[config.mk]
export PLATFORM = sky130hd
export DESIGN_NAME = apic_countdown_timer_top
export DESIGN_NICKNAME = d
export VERILOG_FILES = /design/src/apic_tmr_pkg.sv /design/src/apic_tmr_core.sv /design/src/apic_countdown_timer_top.sv
export SDC_FILE = /design/constraint.sdc
export NUM_CORES = 1
export LEC_CHECK = 0
export ABC_CLOCK_PERIOD_IN_PS = 3600
export BUFFER_PORTS_ARGS = -buffer_cell sky130_fd_sc_hd__buf_4
export CAP_MARGIN = 0
export CORE_MARGIN = 1
export CORE_UTILIZATION = 59
export DETAILED_ROUTE_END_ITERATION = 6
export PLACE_DENSITY_LB_ADDON = 0.1
export SETUP_SLACK_MARGIN = 0.3
export SYNTH_ARGS = -nofsm -noshare
export SYNTH_HDL_FRONTEND = slang
export SYNTH_SLANG_ARGS = --single-unit
[constraint.sdc]
create_clock -name clock -period 3.6 [get_ports clock]
set_input_delay 0.36 -clock clock [delete_from_list [all_inputs] [get_ports clock]]
set_output_delay 0.36 -clock clock [all_outputs]
set_load 0.02 [all_outputs]
[src/apic_tmr_pkg.sv]
// Package: word types, register offsets, op codes and divide decoding for the APIC timer.
package apic_tmr_pkg;

   typedef struct packed {
      logic [1:0]  op;
      logic [9:0]  reg_offset;
      logic [31:0] write_data;
   } req_word_type;

   typedef struct packed {
      logic [31:0] read_data;
      logic        irq_fire;
      logic [7:0]  irq_vector;
   } rsp_word_type;

   localparam logic [1:0] OP_TICK  = 2'd0;
   localparam logic [1:0] OP_READ  = 2'd1;
   localparam logic [1:0] OP_WRITE = 2'd2;

   localparam logic [9:0] OFS_LVT_TIMER  = 10'h320;
   localparam logic [9:0] OFS_INIT_COUNT = 10'h380;
   localparam logic [9:0] OFS_CUR_COUNT  = 10'h390;
   localparam logic [9:0] OFS_DIVIDE     = 10'h3E0;

   localparam logic [1:0] MODE_PERIODIC = 2'd1;
   localparam logic [2:0] DIV_BY_ONE    = 3'd7;

   // divisor for code bits 3,1,0; bit 2 is reserved
   function automatic logic [7:0] divisor_of(input logic [3:0] code);
      logic [2:0] v;
      v = {code[3], code[1:0]};
      if (v == DIV_BY_ONE) begin
         divisor_of = 8'd1;
      end else begin
         divisor_of = 8'd2 << v;
      end
   endfunction

endpackage

[src/apic_tmr_core.sv]
// Timer core: register state, prescaler, counter and one-word result logic.
module apic_tmr_core
   import apic_tmr_pkg::*;
#(
   parameter int COUNT_BITS = 32
) (
   input  logic         clock,
   input  logic         reset,
   input  logic         accept,
   input  req_word_type word,
   output rsp_word_type result
);

   logic [7:0]            lvt_vector_ff, lvt_vector_in;
   logic                  lvt_masked_ff, lvt_masked_in;
   logic [1:0]            lvt_mode_ff, lvt_mode_in;
   logic [COUNT_BITS-1:0] initial_count_ff, initial_count_in;
   logic [COUNT_BITS-1:0] current_count_ff, current_count_in;
   logic [3:0]            divide_code_ff, divide_code_in;
   logic [6:0]            prescale_count_ff, prescale_count_in;

   logic [7:0]            prescale_next;
   logic [COUNT_BITS-1:0] count_dec;

   assign prescale_next = {1'b0, prescale_count_ff} + 8'd1;
   assign count_dec     = current_count_ff - COUNT_BITS'(1);

   always_comb begin
      lvt_vector_in     = lvt_vector_ff;
      lvt_masked_in     = lvt_masked_ff;
      lvt_mode_in       = lvt_mode_ff;
      initial_count_in  = initial_count_ff;
      current_count_in  = current_count_ff;
      divide_code_in    = divide_code_ff;
      prescale_count_in = prescale_count_ff;
      result            = '0;
      case (word.op)
         OP_TICK: begin
            if (current_count_ff != '0) begin
               if (prescale_next < divisor_of(divide_code_ff)) begin
                  prescale_count_in = prescale_next[6:0];
               end else begin
                  prescale_count_in = '0;
                  current_count_in  = count_dec;
                  if (count_dec == '0) begin
                     if (lvt_mode_ff == MODE_PERIODIC) begin
                        current_count_in = initial_count_ff;
                     end
                     if (!lvt_masked_ff) begin
                        result.irq_fire   = 1'b1;
                        result.irq_vector = lvt_vector_ff;
                     end
                  end
               end
            end
         end
         OP_READ: begin
            case (word.reg_offset)
               OFS_LVT_TIMER: begin
                  result.read_data = {13'd0, lvt_mode_ff, lvt_masked_ff, 8'd0, lvt_vector_ff};
               end
               OFS_INIT_COUNT: result.read_data = 32'(initial_count_ff);
               OFS_CUR_COUNT:  result.read_data = 32'(current_count_ff);
               OFS_DIVIDE:     result.read_data = {28'd0, divide_code_ff};
               default:        result.read_data = '0;
            endcase
         end
         OP_WRITE: begin
            case (word.reg_offset)
               OFS_LVT_TIMER: begin
                  lvt_vector_in = word.write_data[7:0];
                  lvt_masked_in = word.write_data[16];
                  lvt_mode_in   = word.write_data[18:17];
               end
               OFS_INIT_COUNT: begin
                  initial_count_in  = COUNT_BITS'(word.write_data);
                  current_count_in  = COUNT_BITS'(word.write_data);
                  prescale_count_in = '0;
               end
               OFS_DIVIDE: divide_code_in = word.write_data[3:0];
               default: ;
            endcase
         end
         default: ;
      endcase
   end

   always_ff @(posedge clock) begin
      if (reset) begin
         lvt_vector_ff     <= '0;
         lvt_masked_ff     <= 1'b1;
         lvt_mode_ff       <= '0;
         initial_count_ff  <= '0;
         current_count_ff  <= '0;
         divide_code_ff    <= '0;
         prescale_count_ff <= '0;
      end else if (accept) begin
         lvt_vector_ff     <= lvt_vector_in;
         lvt_masked_ff     <= lvt_masked_in;
         lvt_mode_ff       <= lvt_mode_in;
         initial_count_ff  <= initial_count_in;
         current_count_ff  <= current_count_in;
         divide_code_ff    <= divide_code_in;
         prescale_count_ff <= prescale_count_in;
      end
   end

endmodule

[src/apic_countdown_timer_top.sv]
// Top level of the APIC countdown timer: request intake, core and two-deep result buffer.
//
//   channel  direction  handshake          word
//   req      in         req_valid/stall    op, reg_offset, write_data
//   rsp      out        rsp_valid/stall    read_data, irq_fire, irq_vector
//
// One word per cycle while req_stall is low; its result is registered before it is shown.
// The core updates its registers in the cycle the word is taken.
// Result register plus one skid entry; req_stall rises only when both hold.
// Synchronous reset clears timer state and both result slots.
module apic_countdown_timer_top
   import apic_tmr_pkg::*;
#(
   parameter int COUNT_BITS = 32
) (
   input  logic         clock,
   input  logic         reset,
   input  logic         req_valid,
   output logic         req_stall,
   input  req_word_type req_word,
   output logic         rsp_valid,
   input  logic         rsp_stall,
   output rsp_word_type rsp_word
);

   logic         accept;
   logic         take;
   rsp_word_type result;

   logic         main_valid_ff, main_valid_in;
   rsp_word_type main_word_ff, main_word_in;
   logic         skid_valid_ff, skid_valid_in;
   rsp_word_type skid_word_ff, skid_word_in;

   assign req_stall = skid_valid_ff;
   assign accept    = req_valid && !skid_valid_ff;
   assign rsp_valid = main_valid_ff;
   assign rsp_word  = main_word_ff;
   assign take      = main_valid_ff && !rsp_stall;

   apic_tmr_core #(
      .COUNT_BITS(COUNT_BITS)
   ) u_core (
      .clock (clock),
      .reset (reset),
      .accept(accept),
      .word  (req_word),
      .result(result)
   );

   always_comb begin
      main_valid_in = main_valid_ff;
      main_word_in  = main_word_ff;
      skid_valid_in = skid_valid_ff;
      skid_word_in  = skid_word_ff;
      if (take) begin
         if (skid_valid_ff) begin
            main_word_in  = skid_word_ff;
            skid_valid_in = 1'b0;
         end else begin
            main_valid_in = accept;
            main_word_in  = result;
         end
      end else if (accept) begin
         if (!main_valid_ff) begin
            main_valid_in = 1'b1;
            main_word_in  = result;
         end else begin
            skid_valid_in = 1'b1;
            skid_word_in  = result;
         end
      end
   end

   always_ff @(posedge clock) begin
      if (reset) begin
         main_valid_ff <= 1'b0;
         skid_valid_ff <= 1'b0;
      end else begin
         main_valid_ff <= main_valid_in;
         skid_valid_ff <= skid_valid_in;
      end
      main_word_ff <= main_word_in;
      skid_word_ff <= skid_word_in;
   end

endmodule

==> impl_results.md, run 1 <==
* Status: finished clean
* Async set-reset flop share out of synthesis at 0%
* NumNets Final at 1042
* FMAX at 0.3107 GHz
* Power Dens Cells at 476.1 nW/um^2
* Final cycle utilization of the critical path at 89.40%
* Residual DRC at 0
* Critical path class: flop to flop
* Largest cells by area after synthesis: edfxtp_1, dfxtp_1, mux2i_1
* H-tree levels at 4
* Worst R2R Setup Slack at 0.38 ns
* Vias per cell at 6.326
* #FFs+latches synth at 170
* First drt pass iteration count at 7
* Max Cap Violations at 0
* Inserted Clock Buffers at 17
* Max rail drop VDD at 0.3090 mV
* Number of synthesized flops with an enable pin at 82
* Rows at 44
* Hold Crit Class: input pin to flop
* Register Area at 4233 um^2
* Syn Area/Cell at 9.649 um^2
* Initial core utilization at 60.78%
* First-pass GRT wire length at 36450 um
* Commonest cells in the synthesized netlist: nand2_1, nor2_1, dfxtp_1
* Final setup violation count at 0
* Chip Width at 124.6 um
* Post-synthesis cell count at 919
* Clk_skew at 0.006956 ns
* Die height at 124.6 um
* Total number of vias at 7471
* Routed wire length at 22780 um
* Fillers at 1056
* Reg-to-Reg End: rsp_word[6]$_DFFE_PP_
* Ys flop type: dfxtp_1
* Max Slew Vio Count at 0
* WP data required at 3.80 ns
* WHS Path Cells at 3
* Critical path startpoint category: flop
* RSZ-0062 raised after global routing: false
* Post-synth net total at 977
* Area Growth Syn to Fin at 17.78%
* Post-synthesis sequential area ratio at 47.64%
* Initial antenna violation count at 0
* Worst-margin pin slew at 1.105 ns
* Root Driver: clkbuf_16
* Worst slew margin at 26.11%
* Core ar. at 14590 um^2
* LEAKAGE at 0.003633 uW
* R2R depth at 13
* Hold EP: u_core.initial_count_ff[26]$_SDFFE_PP0P_
* Hold path startpoint: req_word[26]
* Place WS at -0.02796 ns
* CTS tree: yes
* Overflow after GRT at 0
* Number of routed nets with antenna violations at 0
* Clock sink total at 170
* Hold_ws at 0.1760 ns
* Ys Warns at 0
* First DRT Iteration DRCs at 996
* Multi-input logic area at 4472 um^2
* Fin. Hold Viols at 0
* Dpl hpwl at 15520 um
* Crit Path Max Fanout at 10
* Setup crit end kind: flop
* Vias in the first global route at 6907
* Tot GR Track Use at 29.55%
* Post-Place Cells at 1144
* Routed len/inst at 19.29 um
* Most common cell in the netlist: nand2_1
* Synth top area share at 27.77%
* Final GP Congestion at 0.9766
* Latest clock arrival within the worst-skew pair at 0.44 ns
* Distinct cells, synth at 66
* Finished Cell Area at 10440 um^2
* Crit path DAT at 3.41 ns
* Top cell type by total area after synthesis: edfxtp_1
* Bufs on Longest Clock Path at 2
* Mapped Area at 8867 um^2
* Die ar. at 15520 um^2
* Buffers on Ports at 90
* Post-DP Area at 9661 um^2
* FF-to-FF Start: u_core.prescale_count_ff[0]$_SDFFE_PP0P_
* Min Tclk post-route at 3.219 ns
* Fin worst setup slack at 0.3814 ns
* Layout cell share with drive strength beyond 1 at 24.57%
* Antenna diodes at 0
* Hold buffers post-CTS at 0
* IO Pins at 91
* Final Instance Count excl. Fillers at 1181
* Largest net degree at the start of global routing at 90
* Worst-path clk slew at 0.07 ns
==> state kept, by name, summed over array words and instances, names as in the netlist <==
| register | flops |
|---|---|
| u_core.lvt_masked_ff | 1 |
| u_core.lvt_mode_ff | 2 |
| rsp_valid | 1 |
| u_core.current_count_ff | 32 |
| u_core.divide_code_ff | 4 |
| u_core.initial_count_ff | 32 |
| u_core.lvt_vector_ff | 8 |
| req_stall | 1 |
| rsp_word | 41 |
| u_core.prescale_count_ff | 7 |
| skid_word_ff | 41 |
==> kinds of logic after synthesis <==
family,after synthesis,share of synthesized area [%]
fa+ha+maj,10,1.411
flops,170,47.64
xor+xnor,29,2.864
buf+inv,76,3.711
mux,59,6.815
compound gates,167,12.70
simple gates,408,24.86
==> what timing repair did <==
action / in CTS / in global routing
resized for setup: 9 / 27
setup endpoints to repair: 37 / 42
buffers inserted: 2 / 3
pin swaps: 1 / 6
cloned: 0 / 0
==> layout make-up <==
cell class / count / share of cell area, %
Tap cell: 184 / 2.204
Timing Repair Buffer: 118 / 8.638
Clock buffer: 17 / 4.073
Clock inverter: 15 / 1.593
Multi-Input combinational cell: 673 / 42.82
Inverter: 4 / 0.1438
Sequential cell: 170 / 40.53
==> worst max-delay path: stages, from the launching register on <==
cell	delay, ns
dfxtp_4	0.38
ha_4	0.17
and3_4	0.19
nand3_2	0.09
xnor2_2	0.16
ha_1	0.22
or4_4	0.53
o32ai_4	0.29
buf_6	0.15
or3b_2	0.14
nor4_4	0.04
buf_4	0.17
and2_1	0.18
mux2_2	0.26
==> report_power, final <==
part           total (uW)  switching [uW]  leakage, uW  internal (uW)
Clock                1860             822     0.000282           1030
Sequential           2170            71.9      0.00148           2100
Combinational         944             548      0.00187            395
Total                4970            1440      0.00363           3530
==> how the worst max path moves through the flow <==
stage,startpoint,end,slack (ns)
2_1_floorplan,u_core.prescale_count_ff[0]$_SDFFE_PP0P_,u_core.current_count_ff[25]$_SDFFE_PP0P_,0.45
5_1_grt,u_core.prescale_count_ff[0]$_SDFFE_PP0P_,rsp_word[6]$_DFFE_PP_,0.30
4_1_cts,u_core.current_count_ff[0]$_SDFFE_PP0P_,u_core.current_count_ff[19]$_SDFFE_PP0P_,0.32
6_report,u_core.prescale_count_ff[0]$_SDFFE_PP0P_,rsp_word[6]$_DFFE_PP_,0.38
3_5_place_dp,u_core.current_count_ff[0]$_SDFFE_PP0P_,u_core.current_count_ff[25]$_SDFFE_PP0P_,-0.03
3_3_place_gp,u_core.current_count_ff[0]$_SDFFE_PP0P_,u_core.current_count_ff[29]$_SDFFE_PP0P_,0.26
==> per-stage QoR <==
stage                     util (%)  total power (uW)  TNS [ns]
after floorplan                  -              2809         0
after global placement       66.22              3044         0
after detailed placement     66.22              3065  -0.05497
after CTS                    70.61              4913         0
after global routing         71.59              5133         0
final                        71.59              4973         0
==> placed cells by master (no fill, tap or decap), types with 22 or more instances in the layout <==
cell	instances
a21oi_1	54
nor3_1	30
edfxtp_1	82
dfxtp_1	83
mux2i_1	48
o31ai_1	31
buf_4	116
o21ai_0	22
nor2_1	111
nand2_1	125
==> metal layers <==
layer	track usage (%)	vias up	wire length, um
li1	-	3466	-
met5	0	-	0
met4	9.142	0	423
met2	44.72	384	10290
met3	5.326	47	1906
met1	42.99	3574	10170
Note: power is estimated with default switching activity, not from simulation.
==> inputs of run 2 (changes only) <==
CAP_MARGIN = 20   (was 0)
PLACE_DENSITY_LB_ADDON = 0.15   (was 0.1)
==> run 2 against run 1 <==
  * Utilization is 0.58 points lower
  * Non-clock buffer count is 1 higher
  * Routed wire length is 4.9% lower
  * Worst setup slack worse by 0.018 ns
  * Maximum frequency is 0.57% lower
  * Die area stayed put
  * Final cell count hardly changed
  * Global-route usage is 1.3 points lower
  * Largest cell class unchanged
==> impl_results.md, run 2 (synthesized netlist as in run 1, its figures left out) <==
* Final cycle utilization of the critical path at 89.91% (+0.51 points)
* Hold_ws at 0.1746 ns (-0.001414 ns)
* Crit-path max cell delay at 0.58 ns (+0.05 ns)
* Chip Width at 124.6 um (unchanged)
* Worst-margin pin slew at 1.075 ns (-0.03000 ns)
* Total number of vias at 7209 (-3.5%)
* Max Slew Vio Count at 0 (unchanged)
* Final Instance Count excl. Fillers at 1182 (+0.085%)
* Largest net degree at the start of global routing at 90 (unchanged)
* Vias in the first global route at 6874 (-0.48%)
* First drt pass iteration count at 6 (-1)
* Area Growth Syn to Fin at 16.82%
* Setup crit end kind: flop
* Die ar. at 15520 um^2 (unchanged)
* Worst slew margin at 28.30% (+2.2 points)
* Post-DP Area at 9696 um^2 (+0.36%)
* Multi-input logic area at 4413 um^2 (-1.3%)
* Clk_skew at 0.01024 ns (+0.003286 ns)
* Inserted Clock Buffers at 17 (unchanged)
* Min Tclk post-route at 3.237 ns (+0.01831 ns)
* Commonest non-fill, non-tap cell in the layout: nand2_1
* Die height at 124.6 um (unchanged)
* Crit path DAT at 3.56 ns (+0.15 ns)
* FMAX at 0.3089 GHz (-0.57%)
* Overflow after GRT at 0 (unchanged)
* Number of routed nets with antenna violations at 0 (unchanged)
* Clock sink total at 170 (unchanged)
* H-tree levels at 4 (unchanged)
* IO Pins at 91 (unchanged)
* Worst path slowest cell: or4_4
* Buffers on Ports at 90 (unchanged)
* Tot GR Track Use at 28.25% (-1.3 points)
* Status: finished clean
* Core ar. at 14590 um^2 (unchanged)
* Root Driver: clkbuf_16
* Max rail drop VDD at 0.2965 mV (-4.0%)
* Routed wire length at 21660 um (-4.9%)
* NumNets Final at 1043 (+0.096%)
* LEAKAGE at 0.003611 uW (-0.60%)
* Critical path class: flop to flop
* Power Dens Cells at 466.3 nW/um^2 (-2.1%)
* Final GP Congestion at 0.9383 (-3.9%)
* CTS tree: yes
* Crit-path cells: buf_4 > nor4_4 > nand4_4 > buf_4 > nor4_2 > xor2_1 > or4_4 > nor4_4 > buf_12 > a211oi_1 > a2111oi_1
* Fin Setup TNS at 0 ns (unchanged)
* Most frequent cells in the layout: nand2_1, buf_4, nor2_1
* Register Area at 4230 um^2 (about the same)
* RSZ-0062 raised after global routing: false
* Bufs on Longest Clock Path at 2 (unchanged)
* Worst-path clk slew at 0.06 ns (about the same)
* Hold Crit Class: input pin to flop
* Initial antenna violation count at 0 (unchanged)
* Fin. Hold Viols at 0 (unchanged)
* Routed len/inst at 18.33 um (-5.0%)
* Latest clock arrival within the worst-skew pair at 0.43 ns (about the same)
* Crit Path Max Fanout at 20 (+10)
* First DRT Iteration DRCs at 542 (-46%)
* Residual DRC at 0 (unchanged)
* Max Cap Violations at 0 (unchanged)
* Dpl hpwl at 14420 um (-7.0%)
* Critical path startpoint category: flop
* First-pass GRT wire length at 34980 um (-4.0%)
* Finished Cell Area at 10360 um^2 (-0.81%)
* Layout cell share with drive strength beyond 1 at 23.85% (-0.73 points)
* Antenna diodes at 0 (unchanged)
* Final setup violation count at 0 (unchanged)
* WP data required at 3.92 ns (+0.12 ns)
* Rows at 44 (unchanged)
* Initial core utilization at 60.78% (unchanged)
* Post-Place Cells at 1147 (+0.26%)
* Vias per cell at 6.099 (-3.6%)
* Fillers at 1139 (+7.9%)
run 2: changes by cell type in the layout (fill, tap and decap cells not counted), moves of 2 or more:
cell,change
and3_4,-2
dfxtp_1,+2
dfxtp_2,-2
nand3_2,-2
clkinv_2,+4
nand3_1,+2
clkinv_1,-3
run 2: final cells by class:
class	count	share of cell area (%)
Sequential cell	170	40.84
Clock inverter	13	1.135
Inverter	4	0.1449
Timing Repair Buffer	119	8.781
Tap cell	184	2.222
Multi-Input combinational cell	673	42.60
Clock buffer	19	4.276
run 2: timing repair:
item                                    4_1_cts  5_1_grt
hold buffers                                  0        0
endpoints found under the setup margin       38       40
setup buffers                                 0        3
gates resized for setup                       4       16
pin swaps                                     0        4
run 2: worst paths after layout:
path	startpoint	endpoint	slack [ns]	depth (start not counted)
hold / removal	req_word[16]	u_core.lvt_masked_ff$_SDFFE_PP1P_	0.17	2
setup reg to reg	u_core.current_count_ff[0]$_SDFFE_PP0P_	u_core.current_count_ff[19]$_SDFFE_PP0P_	0.36	11
setup / recovery	u_core.current_count_ff[0]$_SDFFE_PP0P_	u_core.current_count_ff[19]$_SDFFE_PP0P_	0.36	11
hold reg to reg	u_core.initial_count_ff[3]$_SDFFE_PP0P_	u_core.initial_count_ff[3]$_SDFFE_PP0P_	0.48	2
run 2: stage by stage:
stage	setup slack [ns]	util (%)	power [uW]
2_1_floorplan	0.4504	-	2809
3_3_place_gp	0.3292	66.46	3058
3_5_place_dp	0.1604	66.46	3067
4_1_cts	0.3032	70.39	4800
5_1_grt	0.2212	71.00	5010
6_report	0.3631	71.00	4830
run 2: worst max-delay path, delay by kind of cell (launching register included):
kind | cells | cell delay, ns
buffers and inverters | 3 | 0.60
DFF | 1 | 0.33
xor gates and xnor gates | 1 | 0.15
and+or+nand+nor | 5 | 1.67
AOI/OAI and AO/OA | 2 | 0.39
run 2: report_power, final:
part           switching, uW  leakage [uW]  internal, uW  total, uW
combinational            523       0.00186           385        908
sequential              73.3       0.00148          2100       2170
clock                    774      0.000274           975       1750
run 2: metal layers:
metal	wire length [um]	global-route usage [%]	vias up
li1	-	-	3484
met3	1288	5.756	45
met2	10450	46.41	260
met4	556	10.56	0
met5	0	0	-
met1	9374	36.75	3420
==> inputs of run 3 (changes only) <==
CORE_UTILIZATION = 55   (was 59)
==> run 3 against run 2 <==
  * Clock skew grew 0.0022 ns
  * Combinational power grew 5.3%
  * Final cell count grew 4.9%
  * Highest routed layer unchanged
  * Utilization shrank 3.8 points
  * Critical path type unchanged
==> impl_results.md, run 3 (synthesized netlist as in run 1, its figures left out) <==
* Max rail drop VDD at 0.3199 mV (+7.9%)
* Finished Cell Area at 10630 um^2 (+2.6%)
* Root Driver: clkbuf_16
* Vias per cell at 5.853 (-4.0%)
* Chip Width at 129.0 um (+3.5%)
* Routed len/inst at 17.71 um (-3.4%)
* NumNets Final at 1069 (+2.5%)
* Worst path slowest cell: or4b_4
* Critical Path Most Common Cell: buf_4
* Setup crit end kind: flop
* Clk_skew at 0.01242 ns (+0.002182 ns)
* Core ar. at 15830 um^2 (+8.5%)
* Critical path startpoint category: flop
* Max Slew Vio Count at 0 (unchanged)
* Fin. Hold Viols at 0 (unchanged)
* Rows at 46 (+4.5%)
* Min Tclk post-route at 3.207 ns (-0.02945 ns)
* Most frequent cells in the layout: buf_4, nand2_1, nor2_1
* First-pass GRT wire length at 35600 um (+1.8%)
* Inserted Clock Buffers at 17 (unchanged)
* Crit Path Max Fanout at 10 (-50%)
* FMAX at 0.3118 GHz (+0.92%)
* Crit path DAT at 3.39 ns (-0.17 ns)
* Status: finished clean
* IO Pins at 91 (unchanged)
* First DRT Iteration DRCs at 583 (+7.6%)
* Final setup violation count at 0 (unchanged)
* Initial antenna violation count at 0 (unchanged)
* Die height at 129.0 um (+3.5%)
* WHS Path Cells at 2 (unchanged)
* Fin worst setup slack at 0.3926 ns (+0.02945 ns)
* Max Cap Violations at 0 (unchanged)
* Tot GR Track Use at 27.65% (-0.60 points)
* WP data required at 3.78 ns (-0.14 ns)
* Vias in the first global route at 6939 (+0.95%)
* Fin Setup TNS at 0 ns (unchanged)
* CTS tree: yes
* Final GP Congestion at 0.9071 (-3.3%)
* Total number of vias at 7258 (+0.68%)
* Worst-path clk slew at 0.06 ns (about the same)
* Crit-path max cell delay at 0.57 ns (about the same)
* Area Growth Syn to Fin at 19.88%
* Die ar. at 16630 um^2 (+7.2%)
* Clock sink total at 170 (unchanged)
* Worst slew margin at 29.10% (+0.80 points)
* Critical path class: flop to flop
* Power Dens Cells at 464.6 nW/um^2 (-0.36%)
* Post-DP Area at 9776 um^2 (+0.83%)
* Routed wire length at 21960 um (+1.4%)
* Commonest non-fill, non-tap cell in the layout: buf_4
* Latest clock arrival within the worst-skew pair at 0.44 ns (about the same)
* LEAKAGE at 0.003754 uW (+3.9%)
* Hold buffers post-CTS at 0 (unchanged)
* RSZ-0062 raised after global routing: false
* Buffers on Ports at 90 (unchanged)
* H-tree levels at 4 (unchanged)
* Dpl hpwl at 14620 um (+1.4%)
* Initial core utilization at 56.02% (-4.8 points)
* Largest net degree at the start of global routing at 90 (unchanged)
* Crit-path cells: buf_4 > nor4_4 > nand4_4 > or4b_4 > or3_1 > nand4_2 > buf_4 > nor4_4 > buf_4 > and2_1 > mux2_2
* R2R depth at 11 (unchanged)
* Hold_ws at 0.1582 ns (-0.01635 ns)
* Antenna diodes at 0 (unchanged)
* Overflow after GRT at 0 (unchanged)
* Hold Crit Class: input pin to flop
* Residual DRC at 0 (unchanged)
* Place WS at 0.03114 ns (-0.1292 ns)
* First drt pass iteration count at 5 (-1)
* Layout cell share with drive strength beyond 1 at 25.68% (+1.8 points)
* Worst-margin pin slew at 1.063 ns (-0.01204 ns)
* Bufs on Longest Clock Path at 2 (unchanged)
* Number of routed nets with antenna violations at 0 (unchanged)
* Final cycle utilization of the critical path at 89.10% (-0.82 points)
[run 3: cell count changes in the layout (fill, tap and decap cells not counted), moves of 2 or more]
cell / previous run / this run
buf_4: 117 / 140
dfxtp_2: 2 / 4
clkinv_1: 0 / 2
clkinv_2: 4 / 1
[run 3: cell type report]
class | instances | area [um^2]
Tap cell | 216 | 270.3
Timing Repair Buffer | 145 | 1129
Fill cell | 1269 | 5197
Multi-Input combinational cell | 673 | 4413
Inverter | 4 | 15.01
Clock buffer | 19 | 432.9
Sequential cell | 170 | 4229
Clock inverter | 13 | 141.4
[run 3: where the power goes]
part | internal [uW] | leakage [uW] | switching (uW)
logic | 413 | 0.00201 | 543
clock network | 1030 | 0.000271 | 786
registers | 2100 | 0.00148 | 68.7
[run 3: path summary, 6_finish.rpt]
check                                                              start                                       end  slack, ns
worst max-delay path             u_core.current_count_ff[0]$_SDFFE_PP0P_                     rsp_word[2]$_DFFE_PP_       0.39
worst max register to register   u_core.current_count_ff[0]$_SDFFE_PP0P_                     rsp_word[2]$_DFFE_PP_       0.39
worst min-delay path                                        req_word[16]         u_core.lvt_masked_ff$_SDFFE_PP1P_       0.16
worst min register to register  u_core.initial_count_ff[23]$_SDFFE_PP0P_  u_core.initial_count_ff[23]$_SDFFE_PP0P_       0.47
[run 3: what timing repair did]
| action | in CTS | in global routing |
|---|---|---|
| pin swaps | 1 | 8 |
| setup buffers | 2 | 20 |
| resized for setup | 6 | 18 |
| gates cloned | 0 | 0 |
| endpoints found under the setup margin | 40 | 40 |
[run 3: through the flow]
step / total power (uW) / cells / utilization [%]
after global routing: 5126 / 1240 / 67.16
final: 4938 / 1240 / 67.16
after floorplan: 2809 / 919 / -
after detailed placement: 3080 / 1186 / 61.76
after CTS: 4889 / 1220 / 65.63
after global placement: 3069 / 1186 / 61.76
[run 3: metal layers]
| layer | global-route usage [%] | vias to the layer above | part of all wire [%] |
|---|---|---|---|
| li1 | - | 3521 | - |
| met1 | 36.13 | 3471 | 44 |
| met2 | 45.15 | 230 | 48 |
| met3 | 5.863 | 36 | 5.5 |
| met4 | 10.38 | 0 | 2.1 |
| met5 | 0 | - | 0 |
[run 3: worst max-delay path: cells and delay by family (launching register included)]
kind / cells / cell delay [ns]
buf+inv: 3 / 0.50
flops: 1 / 0.34
mux: 1 / 0.26
simple gates: 7 / 1.86
